**src/hdl/srb_pkg.sv**
```systemverilog
// Package for the sequence reorder buffer: sizes, register map and shared types.
// No dependencies.
package srb_pkg;

    localparam int SLOTS = 16;
    localparam int NUM_STREAMS = 2;
    localparam int SLOT_W = $clog2(SLOTS);
    localparam int ADDR_W = $clog2(SLOTS * NUM_STREAMS);
    localparam int CNT_W = $clog2(SLOTS + 1);
    localparam int SEQ_W = 32;
    localparam int TAG_W = 32;
    localparam int LIMIT_W = 5;
    localparam logic [LIMIT_W-1:0] LIMIT_RESET = 5'd8;

    localparam logic [1:0] REG_MAX_HELD = 2'd0;

    typedef struct packed {
        logic [SEQ_W-1:0] seq;
        logic [TAG_W-1:0] tag;
    } slot_entry_t;

endpackage

```
**src/hdl/srb_slot_ram.sv**
```systemverilog
// Slot memory holding sequence number and tag of held frames.
// Depends on srb_pkg.
module srb_slot_ram (
    input  logic                       clk,
    input  logic                       we,
    input  logic [srb_pkg::ADDR_W-1:0] waddr,
    input  srb_pkg::slot_entry_t       wdata,
    input  logic [srb_pkg::ADDR_W-1:0] raddr,
    output srb_pkg::slot_entry_t       rdata
);

    srb_pkg::slot_entry_t mem [srb_pkg::SLOTS*srb_pkg::NUM_STREAMS];

    always_ff @(posedge clk)
    begin
        if (we)
        begin
            mem[waddr] <= wdata;
        end
        rdata <= mem[raddr];
    end

endmodule

```
**src/hdl/srb_cfg.sv**
```systemverilog
// APB register block for the held-frame limit.
// Depends on srb_pkg.
module srb_cfg (
    input  logic                        clk,
    input  logic                        rst_n,
    input  logic                        psel,
    input  logic                        penable,
    input  logic                        pwrite,
    input  logic [1:0]                  paddr,
    input  logic [31:0]                 pwdata,
    output logic [31:0]                 prdata,
    output logic                        pready,
    output logic [srb_pkg::CNT_W-1:0]   limit
);

    logic [srb_pkg::LIMIT_W-1:0] max_held_reg;

    always_ff @(posedge clk or negedge rst_n)
    begin
        if (!rst_n)
        begin
            max_held_reg <= srb_pkg::LIMIT_RESET;
        end
        else if (psel && penable && pwrite && paddr == {srb_pkg::REG_MAX_HELD})
        begin
            max_held_reg <= pwdata[srb_pkg::LIMIT_W-1:0];
        end
    end

    assign pready = 1'b1;
    assign prdata = (paddr == srb_pkg::REG_MAX_HELD)
                  ? {{(32-srb_pkg::LIMIT_W){1'b0}}, max_held_reg} : 32'd0;

    always_comb
    begin
        priority if (max_held_reg == '0)
            limit = srb_pkg::CNT_W'(1);
        else if (32'(max_held_reg) > srb_pkg::SLOTS)
            limit = srb_pkg::CNT_W'(srb_pkg::SLOTS);
        else
            limit = srb_pkg::CNT_W'(max_held_reg);
    end

endmodule

```
**src/hdl/sequence_reorder_buffer_top.sv**
```systemverilog
// Sequence reorder buffer for two frame streams; uses srb_pkg, srb_cfg, srb_slot_ram.
// A new frame is taken only in IDLE, once the check and release passes of the last frame finish.
// A frame is dropped after its check pass or stored; each release, skip or discard adds
// a further release pass; a full output register stalls the release pass.
// Each check or release pass reads the 16 slots of the stream from slot memory, one a cycle.
// Reset (rst_n, async) clears held flags, expected sequences and output valid; limit is 8.
module sequence_reorder_buffer_top (
    input  logic        clk,
    input  logic        rst_n,
    input  logic        psel,
    input  logic        penable,
    input  logic        pwrite,
    input  logic [1:0]  paddr,
    input  logic [31:0] pwdata,
    output logic [31:0] prdata,
    output logic        pready,
    input  logic        in_valid,
    output logic        in_ready,
    input  logic        stream_id,
    input  logic [31:0] seq_num,
    input  logic [31:0] frame_tag,
    output logic        out_valid,
    input  logic        out_ready,
    output logic        out_stream,
    output logic [31:0] out_seq,
    output logic [31:0] out_tag,
    output logic        after_gap,
    output logic        last_of_run
);

    typedef enum logic [2:0] {IDLE, CHECK, INSERT, SCAN, DECIDE} state_t;

    state_t state_reg, state_next;
    logic [srb_pkg::SLOT_W:0] idx_reg, idx_next;
    logic rd_valid_reg, rd_valid_next;
    logic [srb_pkg::SLOT_W-1:0] rd_slot_reg, rd_slot_next;
    logic stream_reg, stream_next;
    logic [srb_pkg::SEQ_W-1:0] seq_reg, seq_next;
    logic [srb_pkg::TAG_W-1:0] tag_reg, tag_next;
    logic [srb_pkg::NUM_STREAMS-1:0][srb_pkg::SEQ_W-1:0] exp_seq_reg, exp_seq_next;
    logic [srb_pkg::NUM_STREAMS-1:0] exp_known_reg, exp_known_next;
    logic [srb_pkg::NUM_STREAMS*srb_pkg::SLOTS-1:0] used_reg, used_next;
    logic match_reg, match_next;
    logic [srb_pkg::SLOT_W-1:0] match_slot_reg, match_slot_next;
    logic [srb_pkg::TAG_W-1:0] match_tag_reg, match_tag_next;
    logic min_ok_reg, min_ok_next;
    logic [srb_pkg::SEQ_W-1:0] min_seq_reg, min_seq_next;
    logic [srb_pkg::SLOT_W-1:0] min_slot_reg, min_slot_next;
    logic gap_reg, gap_next;
    logic pend_reg, pend_next;
    logic [srb_pkg::SEQ_W-1:0] pend_seq_reg, pend_seq_next;
    logic [srb_pkg::TAG_W-1:0] pend_tag_reg, pend_tag_next;
    logic pend_gap_reg, pend_gap_next;
    logic out_valid_reg, out_valid_next;
    logic out_stream_reg, out_stream_next;
    logic [srb_pkg::SEQ_W-1:0] out_seq_reg, out_seq_next;
    logic [srb_pkg::TAG_W-1:0] out_tag_reg, out_tag_next;
    logic out_gap_reg, out_gap_next;
    logic out_last_reg, out_last_next;

    logic [srb_pkg::CNT_W-1:0] limit;
    logic [srb_pkg::SLOTS-1:0] used_s;
    logic [srb_pkg::CNT_W-1:0] held;
    logic [srb_pkg::SLOT_W-1:0] free_idx;
    logic [srb_pkg::SEQ_W-1:0] exp_cur;
    logic [srb_pkg::SEQ_W-1:0] scan_key;
    logic store_ok;
    logic out_free;

    logic ram_we;
    logic [srb_pkg::ADDR_W-1:0] ram_waddr, ram_raddr;
    srb_pkg::slot_entry_t ram_wdata, ram_rdata;

    srb_cfg u_cfg (
        .clk(clk), .rst_n(rst_n), .psel(psel), .penable(penable), .pwrite(pwrite),
        .paddr(paddr), .pwdata(pwdata), .prdata(prdata), .pready(pready), .limit(limit)
    );

    srb_slot_ram u_ram (
        .clk(clk), .we(ram_we), .waddr(ram_waddr), .wdata(ram_wdata),
        .raddr(ram_raddr), .rdata(ram_rdata)
    );

    always_comb
    begin
        used_s = stream_reg ? used_reg[2*srb_pkg::SLOTS-1:srb_pkg::SLOTS]
                            : used_reg[srb_pkg::SLOTS-1:0];
        held = '0;
        free_idx = '0;
        for (int i = srb_pkg::SLOTS - 1; i >= 0; i--)
        begin
            held = held + srb_pkg::CNT_W'(used_s[i]);
            if (!used_s[i])
                free_idx = srb_pkg::SLOT_W'(i);
        end
    end

    assign exp_cur = exp_seq_reg[stream_reg];
    assign scan_key = (state_reg == CHECK) ? seq_reg : exp_cur;
    assign store_ok = !match_reg && (seq_reg >= exp_cur);
    assign out_free = !out_valid_reg || out_ready;

    assign in_ready = (state_reg == IDLE);
    assign out_valid = out_valid_reg;
    assign out_stream = out_stream_reg;
    assign out_seq = out_seq_reg;
    assign out_tag = out_tag_reg;
    assign after_gap = out_gap_reg;
    assign last_of_run = out_last_reg;

    assign ram_raddr = {stream_reg, idx_reg[srb_pkg::SLOT_W-1:0]};
    assign ram_we = (state_reg == INSERT) && store_ok;
    assign ram_waddr = {stream_reg, free_idx};
    assign ram_wdata = '{seq: seq_reg, tag: tag_reg};

    always_comb
    begin
        state_next = state_reg;
        idx_next = idx_reg;
        rd_valid_next = 1'b0;
        rd_slot_next = rd_slot_reg;
        stream_next = stream_reg;
        seq_next = seq_reg;
        tag_next = tag_reg;
        exp_seq_next = exp_seq_reg;
        exp_known_next = exp_known_reg;
        used_next = used_reg;
        match_next = match_reg;
        match_slot_next = match_slot_reg;
        match_tag_next = match_tag_reg;
        min_ok_next = min_ok_reg;
        min_seq_next = min_seq_reg;
        min_slot_next = min_slot_reg;
        gap_next = gap_reg;
        pend_next = pend_reg;
        pend_seq_next = pend_seq_reg;
        pend_tag_next = pend_tag_reg;
        pend_gap_next = pend_gap_reg;
        out_valid_next = out_valid_reg && !out_ready;
        out_stream_next = out_stream_reg;
        out_seq_next = out_seq_reg;
        out_tag_next = out_tag_reg;
        out_gap_next = out_gap_reg;
        out_last_next = out_last_reg;
        unique case (state_reg)
            IDLE:
            begin
                if (in_valid)
                begin
                    stream_next = stream_id;
                    seq_next = seq_num;
                    tag_next = frame_tag;
                    if (!exp_known_reg[stream_id])
                    begin
                        exp_seq_next[stream_id] = seq_num;
                        exp_known_next[stream_id] = 1'b1;
                    end
                    gap_next = 1'b0;
                    pend_next = 1'b0;
                    idx_next = '0;
                    state_next = CHECK;
                end
            end
            CHECK, SCAN:
            begin
                if (idx_reg == '0)
                begin
                    match_next = 1'b0;
                    min_ok_next = 1'b0;
                end
                if (idx_reg < (srb_pkg::SLOT_W+1)'(srb_pkg::SLOTS))
                begin
                    rd_valid_next = 1'b1;
                    rd_slot_next = idx_reg[srb_pkg::SLOT_W-1:0];
                    idx_next = idx_reg + 1'b1;
                end
                if (rd_valid_reg && used_s[rd_slot_reg])
                begin
                    if (ram_rdata.seq == scan_key)
                    begin
                        match_next = 1'b1;
                        match_slot_next = rd_slot_reg;
                        match_tag_next = ram_rdata.tag;
                    end
                    if (!min_ok_reg || ram_rdata.seq < min_seq_reg)
                    begin
                        min_ok_next = 1'b1;
                        min_seq_next = ram_rdata.seq;
                        min_slot_next = rd_slot_reg;
                    end
                end
                if (rd_valid_reg && rd_slot_reg == srb_pkg::SLOT_W'(srb_pkg::SLOTS - 1))
                    state_next = (state_reg == CHECK) ? INSERT : DECIDE;
            end
            INSERT:
            begin
                idx_next = '0;
                if (store_ok)
                begin
                    used_next[{stream_reg, free_idx}] = 1'b1;
                    state_next = SCAN;
                end
                else
                    state_next = IDLE;
            end
            DECIDE:
            begin
                idx_next = '0;
                priority if (match_reg)
                begin
                    // staged result goes out once the next one is known to exist
                    if (!pend_reg || out_free)
                    begin
                        if (pend_reg)
                        begin
                            out_valid_next = 1'b1;
                            out_stream_next = stream_reg;
                            out_seq_next = pend_seq_reg;
                            out_tag_next = pend_tag_reg;
                            out_gap_next = pend_gap_reg;
                            out_last_next = 1'b0;
                        end
                        pend_next = 1'b1;
                        pend_seq_next = exp_cur;
                        pend_tag_next = match_tag_reg;
                        pend_gap_next = gap_reg;
                        gap_next = 1'b0;
                        used_next[{stream_reg, match_slot_reg}] = 1'b0;
                        exp_seq_next[stream_reg] = exp_cur + 1'b1;
                        state_next = SCAN;
                    end
                end
                else if (held < limit)
                begin
                    if (!pend_reg)
                        state_next = IDLE;
                    else if (out_free)
                    begin
                        out_valid_next = 1'b1;
                        out_stream_next = stream_reg;
                        out_seq_next = pend_seq_reg;
                        out_tag_next = pend_tag_reg;
                        out_gap_next = pend_gap_reg;
                        out_last_next = 1'b1;
                        pend_next = 1'b0;
                        state_next = IDLE;
                    end
                end
                else if (min_seq_reg > exp_cur)
                begin
                    exp_seq_next[stream_reg] = min_seq_reg;
                    gap_next = 1'b1;
                    state_next = SCAN;
                end
                else
                begin
                    used_next[{stream_reg, min_slot_reg}] = 1'b0;
                    state_next = SCAN;
                end
            end
            default: state_next = IDLE;
        endcase
    end

    always_ff @(posedge clk or negedge rst_n)
    begin
        if (!rst_n)
        begin
            state_reg <= IDLE;
            idx_reg <= '0;
            rd_valid_reg <= 1'b0;
            exp_seq_reg <= '0;
            exp_known_reg <= '0;
            used_reg <= '0;
            pend_reg <= 1'b0;
            out_valid_reg <= 1'b0;
        end
        else
        begin
            state_reg <= state_next;
            idx_reg <= idx_next;
            rd_valid_reg <= rd_valid_next;
            exp_seq_reg <= exp_seq_next;
            exp_known_reg <= exp_known_next;
            used_reg <= used_next;
            pend_reg <= pend_next;
            out_valid_reg <= out_valid_next;
        end
    end

    always_ff @(posedge clk)
    begin
        rd_slot_reg <= rd_slot_next;
        stream_reg <= stream_next;
        seq_reg <= seq_next;
        tag_reg <= tag_next;
        match_reg <= match_next;
        match_slot_reg <= match_slot_next;
        match_tag_reg <= match_tag_next;
        min_ok_reg <= min_ok_next;
        min_seq_reg <= min_seq_next;
        min_slot_reg <= min_slot_next;
        gap_reg <= gap_next;
        pend_seq_reg <= pend_seq_next;
        pend_tag_reg <= pend_tag_next;
        pend_gap_reg <= pend_gap_next;
        out_stream_reg <= out_stream_next;
        out_seq_reg <= out_seq_next;
        out_tag_reg <= out_tag_next;
        out_gap_reg <= out_gap_next;
        out_last_reg <= out_last_next;
    end

endmodule
```
**config.mk**
```make
export PLATFORM = sky130hd
export DESIGN_NAME = sequence_reorder_buffer_top
export DESIGN_NICKNAME = d
export VERILOG_FILES = /design/src/hdl/srb_pkg.sv /design/src/hdl/srb_slot_ram.sv /design/src/hdl/srb_cfg.sv /design/src/hdl/sequence_reorder_buffer_top.sv
export SDC_FILE = /design/constraint.sdc
export NUM_CORES = 2
export LEC_CHECK = 0
export ABC_AREA = 1
export BUFFER_PORTS_ARGS = -buffer_cell sky130_fd_sc_hd__buf_2
export CAP_MARGIN = 0
export CORE_MARGIN = 1
export CORE_UTILIZATION = 46
export CTS_BUF_LIST = sky130_fd_sc_hd__clkbuf_16
export CTS_CLUSTER_DIAMETER = 200
export DETAILED_ROUTE_END_ITERATION = 10
export SYNTH_ARGS = -nofsm -noshare
export SYNTH_HDL_FRONTEND = slang
export SYNTH_SLANG_ARGS = --single-unit
```
**constraint.sdc**
```tcl
create_clock -name clk -period 22.1 [get_ports clk]
set_clock_uncertainty 0.1 [all_clocks]
set_input_delay 4.42 -clock clk [delete_from_list [all_inputs] [get_ports clk]]
set_output_delay 4.42 -clock clk [all_outputs]
set_load 0.01 [all_outputs]
```
# [After elaboration in Yosys (flattened, before gate mapping)]
# Memories as Yosys holds them, arrays and structs flattened. A register that Yosys moved wholly into a read port is not among the register bits.
# Cells that the tools add are included.
[op_classes] n_addsub=17 magnitude_cmp=17 eq_ne=18 n_mux=127 n_bitwise=7 reduce_logical=45
[op_table] operator="32-bit 2-to-1 mux" count=22
[op_table] operator="64-bit 2-to-1 mux" count=6
[op_table] operator="64-bit bitwise mux" count=3
[op_table] operator="64-bit case mux with 2 select lines" count=1
[op_table] operator="32-bit bitwise AND" count=2
[op_table] operator="32-bit demux with 1-bit select" count=2
[op_table] operator="4-bit 2-to-1 mux" count=16
[op_table] operator="32-bit inverter" count=2
[op_table] operator="32-bit case mux with 2 select lines" count=1
[op_table] operator="5-bit by 1-bit adder with 5-bit output" count=11
[op_table] operator="1-bit 2-to-1 mux" count=52
[op_table] operator="32-bit by 1-bit adder with 32-bit output (second input constant)" count=1
[op_table] operator="32-bit equality test" count=1
[op_table] operator="32-bit greater-or-equal comparator" count=1
[op_table] operator="32-bit greater-than comparator" count=1
[op_table] operator="32-bit less-than comparator" count=1
[op_table] operator="32-bit bitwise OR" count=1
[op_table] operator="5-bit 2-to-1 mux" count=5
[op_table] operator="3-bit 2-to-1 mux" count=8
[op_table] operator="5-bit by 6-bit less-than comparator with 1-bit output (second input constant)" count=3
[op_table] operator="16-bit 2-to-1 mux" count=1
[op_table] operator="1-bit demux with 5-bit select" count=3
[op_table] operator="5-bit by 1-bit greater-or-equal comparator with 1-bit output (second input constant)" count=3
[op_table] operator="3-bit inequality test (second input constant)" count=5
[op_table] operator="other kinds (40)" count=79
[word_totals] register_bits=390 mem_bits_rw=2048 input_bits=106 output_inout_bits=102 word_cells=261 memories=1
[mem_list] memory="u_ram.mem" words=32 word_bits=64 rd=1 rd_clocked_by_memory_dff=1 wr=1 line="srb_slot_ram.sv:12" rtl="srb_pkg::slot_entry_t mem [srb_pkg::SLOTS*srb_pkg::NUM_STREAMS];"

# [Depth between registers and ports, before layout]
[depth] word_depth=24 depth_mapped=32 depth_no_buf=30

# [Modules after synthesis]
# A second synthesis with hierarchy kept.
[unflattened] hier_cells=8932 area_unflattened_um2=103798.3
[by_module_without_submodules] mod="srb_slot_ram" instances=1 cells_per_inst=6768 area_each_um2=83038.4 seq_area_each_um2=62780.2
[by_module_without_submodules] mod="sequence_reorder_buffer_top" instances=1 cells_per_inst=2091 area_each_um2=20240.7 seq_area_each_um2=11015.6
[by_module_without_submodules] mod="srb_cfg" instances=1 cells_per_inst=73 area_each_um2=519.2 seq_area_each_um2=126.4

# [Worst setup path before layout]
# Ideal clock, no wire load.
[synth_timing] kind="register -> register" startpoint="register stream_reg" endpoint="memory u_ram.mem[4][0] (netlist bit) (enable)" setup_time_ps=644 arrival_ps=8941 t_required_ps=21356 setup_slack_ps=12415 stages_incl_launch_ff=15 n_path_buf=5 synth_period_minus_slack_ps=9685 path_cell_list="edfxtp_1 > buf_6 > buf_6 > buf_6 > buf_6 > o21ai_0 > inv_1 > ha_1 > nand4_1 > nor4_1 > nand4_1 > nand3_1 > nand3_1 > clkbuf_1 > nor4_1"
[synth_between] elab_cells_between_ends=24 classes_between="order compare: 1; mux: 21; reduce/logical: 2"
[synth_lines] item="start, declared" line="sequence_reorder_buffer_top.sv:37" rtl="logic stream_reg, stream_next;"
[synth_lines] item="start signal, assigned" line="sequence_reorder_buffer_top.sv:294" rtl="stream_reg <= stream_next;"
[synth_lines] item="32-bit 2-to-1 mux (not written as such) (2 in a row)" line="sequence_reorder_buffer_top.sv:98" rtl="assign exp_cur = exp_seq_reg[stream_reg];"
[synth_lines] item="net exp_cur (one bit)" line="sequence_reorder_buffer_top.sv:65" rtl="logic [srb_pkg::SEQ_W-1:0] exp_cur;"
[synth_lines] item="32-bit greater-or-equal comparator" line="sequence_reorder_buffer_top.sv:100" rtl="assign store_ok = !match_reg && (seq_reg >= exp_cur);"
[synth_lines] item="1-bit logical AND" line="sequence_reorder_buffer_top.sv:100"
[synth_lines] item="1-bit logical AND" line="sequence_reorder_buffer_top.sv:112" rtl="assign ram_we = (state_reg == INSERT) && store_ok;"
[synth_lines] item="1-bit 2-to-1 mux" line="srb_slot_ram.sv:16" rtl="if (we)"
[synth_lines] item="1-bit 2-to-1 mux (not written as such)" line="srb_slot_ram.sv:18" rtl="mem[waddr] <= wdata;"
[synth_lines] item="end, declared" line="srb_slot_ram.sv:12"
# The timed path passes the listed nets, and every way through them passes these cells. The select of a mux whose other input is x is not followed.

# [Final worst setup path]
[layout_timing] startpoint="input port paddr[1]" endpoint="output port prdata[1]"
[layout_between] elab_chain_cells=2
[layout_rtl] item="start, declared" line="sequence_reorder_buffer_top.sv:13" rtl="input logic [1:0] paddr,"
[layout_rtl] item="2-bit logical NOT" line="srb_cfg.sv:31" rtl="assign prdata = (paddr == srb_pkg::REG_MAX_HELD)"
[layout_rtl] item="5-bit 2-to-1 mux" line="srb_cfg.sv:32" rtl="? {{(32-srb_pkg::LIMIT_W){1'b0}}, max_held_reg} : 32'd0;"
[layout_rtl] item="end, declared" line="sequence_reorder_buffer_top.sv:15" rtl="output logic [31:0] prdata,"
# No other way between the ends.

==> results by group <==
Outcome
  • Status: complete, no violations

Die
  • Chip width: approximately 470 um
  • IO Pins: roughly 210
  • Chip height: ~470 um
  • Starting density of the core: ~46%
  • Core ar.: approximately 220,000 sq um
  • Die area: around 220,000 sq um
  • Placement Rows: 170

CTS
  • Hold buffer count at cts: 0
  • CTS Buf Count: around 280
  • Worst-path clk slew: about 0.060 ns
  • H-tree depth: 5
  • Postcts setup bufs: 0
  • Clk sinks: 2,502
  • Worst-Skew Late Latency: between 0.9 and 1 ns
  • Post-cts sizing count: 0
  • CTS tree: yes
  • Max clock buf depth: 4
  • CTS root buf: clkbuf_16

Cells and area
  • Post-route cell area: roughly 110,000 sq um
  • Synth-to-Final Area Change: 12.49%
  • Fraction of layout cells with a size suffix above 1: under 10%
  • Largest register FFs: approximately 2,000
  • Diodes inserted: 0
  • Fin cells: between 10,000 and 15,000
  • Fin util: 52.28%
  • Final #Nets: about 8,000

Synthesis
  • Post-synth top area cell: edfxtp_1
  • Synth cell types: between 60 and 70
  • Number of enable flip-flop cells after synthesis: ~2,300
  • Synth top area cells: edfxtp_1 (70%), o21ai_0 (5.8%), nor2_1 (4.6%), o22ai_1 (3.3%), dfrtp_1 (2.8%)
  • Yosys reg bits: around 2,500
  • Most instantiated cells after synthesis: edfxtp_1 (2,324), nor2_1 (1,217), o21ai_0 (1,156), nand2_1 (604), o22ai_1 (535)
  • Mapped Cells: 7,761
  • Mapped cell area: 100,100 sq um
  • Ys flop type: edfxtp_1
  • Register area share after synthesis: about three quarters
  • Most common cell in the netlist: edfxtp_1
  • Top-area cell type share of the netlist area: between 60% and 70%
  • Synth Area per Inst: 12.90 sq um
  • Yosys synthesis warning count: 0
  • Ys async rst share: under 10%

Setup path
  • CP peak stage delay: roughly 0.13 ns
  • CP bufs+invs: 3
  • Critical-path cell list: buf_2 -> nor2_1 -> inv_1 -> nor2_1 -> buf_2
  • Kind of critical path: in -> out
  • CP max stage cell: buf_2
  • Required @ worst endpoint: 17.58 ns
  • CP max FO: 5
  • CP Launch Type: primary input
  • WP data arrival: 4.95 ns
  • Crit end category: primary output
  • Delay-heaviest family, CP: buffers and inverters

Detailed routing
  • Number of routed nets with antenna violations: 0
  • Vias: 64,900
  • DRC viols: 0
  • Iter 0 DRT Violations: between 7,000 and 8,000
  • 1st-pass router iterations: 5
  • Wire per inst: around 26 um
  • Final WL: 286,900 um
  • Vias per Instance: slightly below 6

Timing
  • Worst Tran Pin Value: approximately 1.3 ns
  • Worst hold margin: roughly 0.3 ns
  • Fmax: 105.6 MHz
  • Fin Setup TNS: 0 ns
  • RSZ-0062 raised after global routing: no
  • Setup slack after layout: ~13 ns
  • Min Tclk post-route: between 9 and 10 ns
  • Hold Vio Cnt, Final: 0
  • Max-slew violations: 0
  • # setup viols final: 0
  • Final period util: between 40% and 50%
  • Max_slew headroom: about an eighth

Power
  • VDD IR-drop max: about 0.00011 V
  • PD cells: ~120 nW/um^2
  • Final Total Pwr: roughly 14 mW
  • Leakage: 38.06 nW

GRT
  • GRT Overall Usage: 25.77%
  • Initial antenna violation count: 5
  • Largest net degree at the start of global routing: 225
  • GR Overflow Total: 0
  • Vias in the first global route: approximately 61,000
  • First-pass GRT wire length: between 400,000 and 500,000 um

Job
  • Max-Cap Viols: 0

Placed design
  • Setup WS pre-CTS: around 13 ns
  • Placed insts: about 10,000
  • Count of input and output buffers: 152
  • Hpwl dp: 145,500 um
  • Area after DPL: ~100,000 sq um
  • Routability-driven placement congestion ratio: roughly 0.96

Worst hold path
  • Worst hold path class: reg -> reg
-- cells in the final DEF, fill, tap and decap left out, types with 27 or more instances in the layout --
master	n
conb_1	28
nand4_1	43
bufinv_16	27
nor2_1	1196
buf_4	129
o22ai_1	535
inv_1	298
clkbuf_16	287
a21oi_1	167
dfxtp_1	64
a221oi_1	67
nor3_1	37
ha_1	107
o21ai_1	54
nand2_1	604
edfxtp_1	2324
buf_2	151
o21ai_0	1156
a211oi_1	62
clkinv_1	63
clkinv_2	38
nand3_1	167
a22o_1	62
dfrtp_1	111
-- cell families after synthesis --
family | synth area share [%]
flops | 73.82
compound gates | 12.55
simple gates | 8.687
buf+inv | 3.088
fa+ha+maj | 1.537
xor+xnor | 0.3061
other cells | 0.007500
-- report_power, final --
group / total (mW) / internal, mW / switching (mW)
combinational: 3.44 / 1.04 / 2.41
sequential: 5.91 / 5.61 / 0.298
clock: 4.47 / 2.65 / 1.81
total: 13.8 / 9.30 / 4.52
-- layout make-up --
type	instances	area, sq um
multi-input cells	4518	23500
fillers	18020	102800
clock inverters	188	1523
inverters	263	1016
well taps	2838	3551
clock buffers	287	7182
flip-flops and latches	2502	73930
repair buffers	291	1944
-- metal layers --
metal	vias to the layer above	GRT usage, %	wire length, um
li1	28920	-	-
met1	32600	37.05	123000
met2	2852	40.90	132900
met3	527	3.369	22260
met4	6	7.963	8656
met5	-	0	32
-- final timing paths --
kind                                start          endpoint  slack, ns  cells past startpoint
max in group asynchronous           rst_n        idx_reg[0]      16.80                      2
setup / recovery                 paddr[1]         prdata[1]      12.63                      5
hold reg to reg            u_ram.rdata[8]  match_tag_reg[8]       0.30                      0
min in group asynchronous           rst_n   exp_seq_reg[17]       3.47                      1
hold / removal             u_ram.rdata[8]  match_tag_reg[8]       0.30                      0
setup reg to reg               stream_reg       used_reg[9]      13.48                     28
No activity file was read; power rests on OpenSTA's default activity.
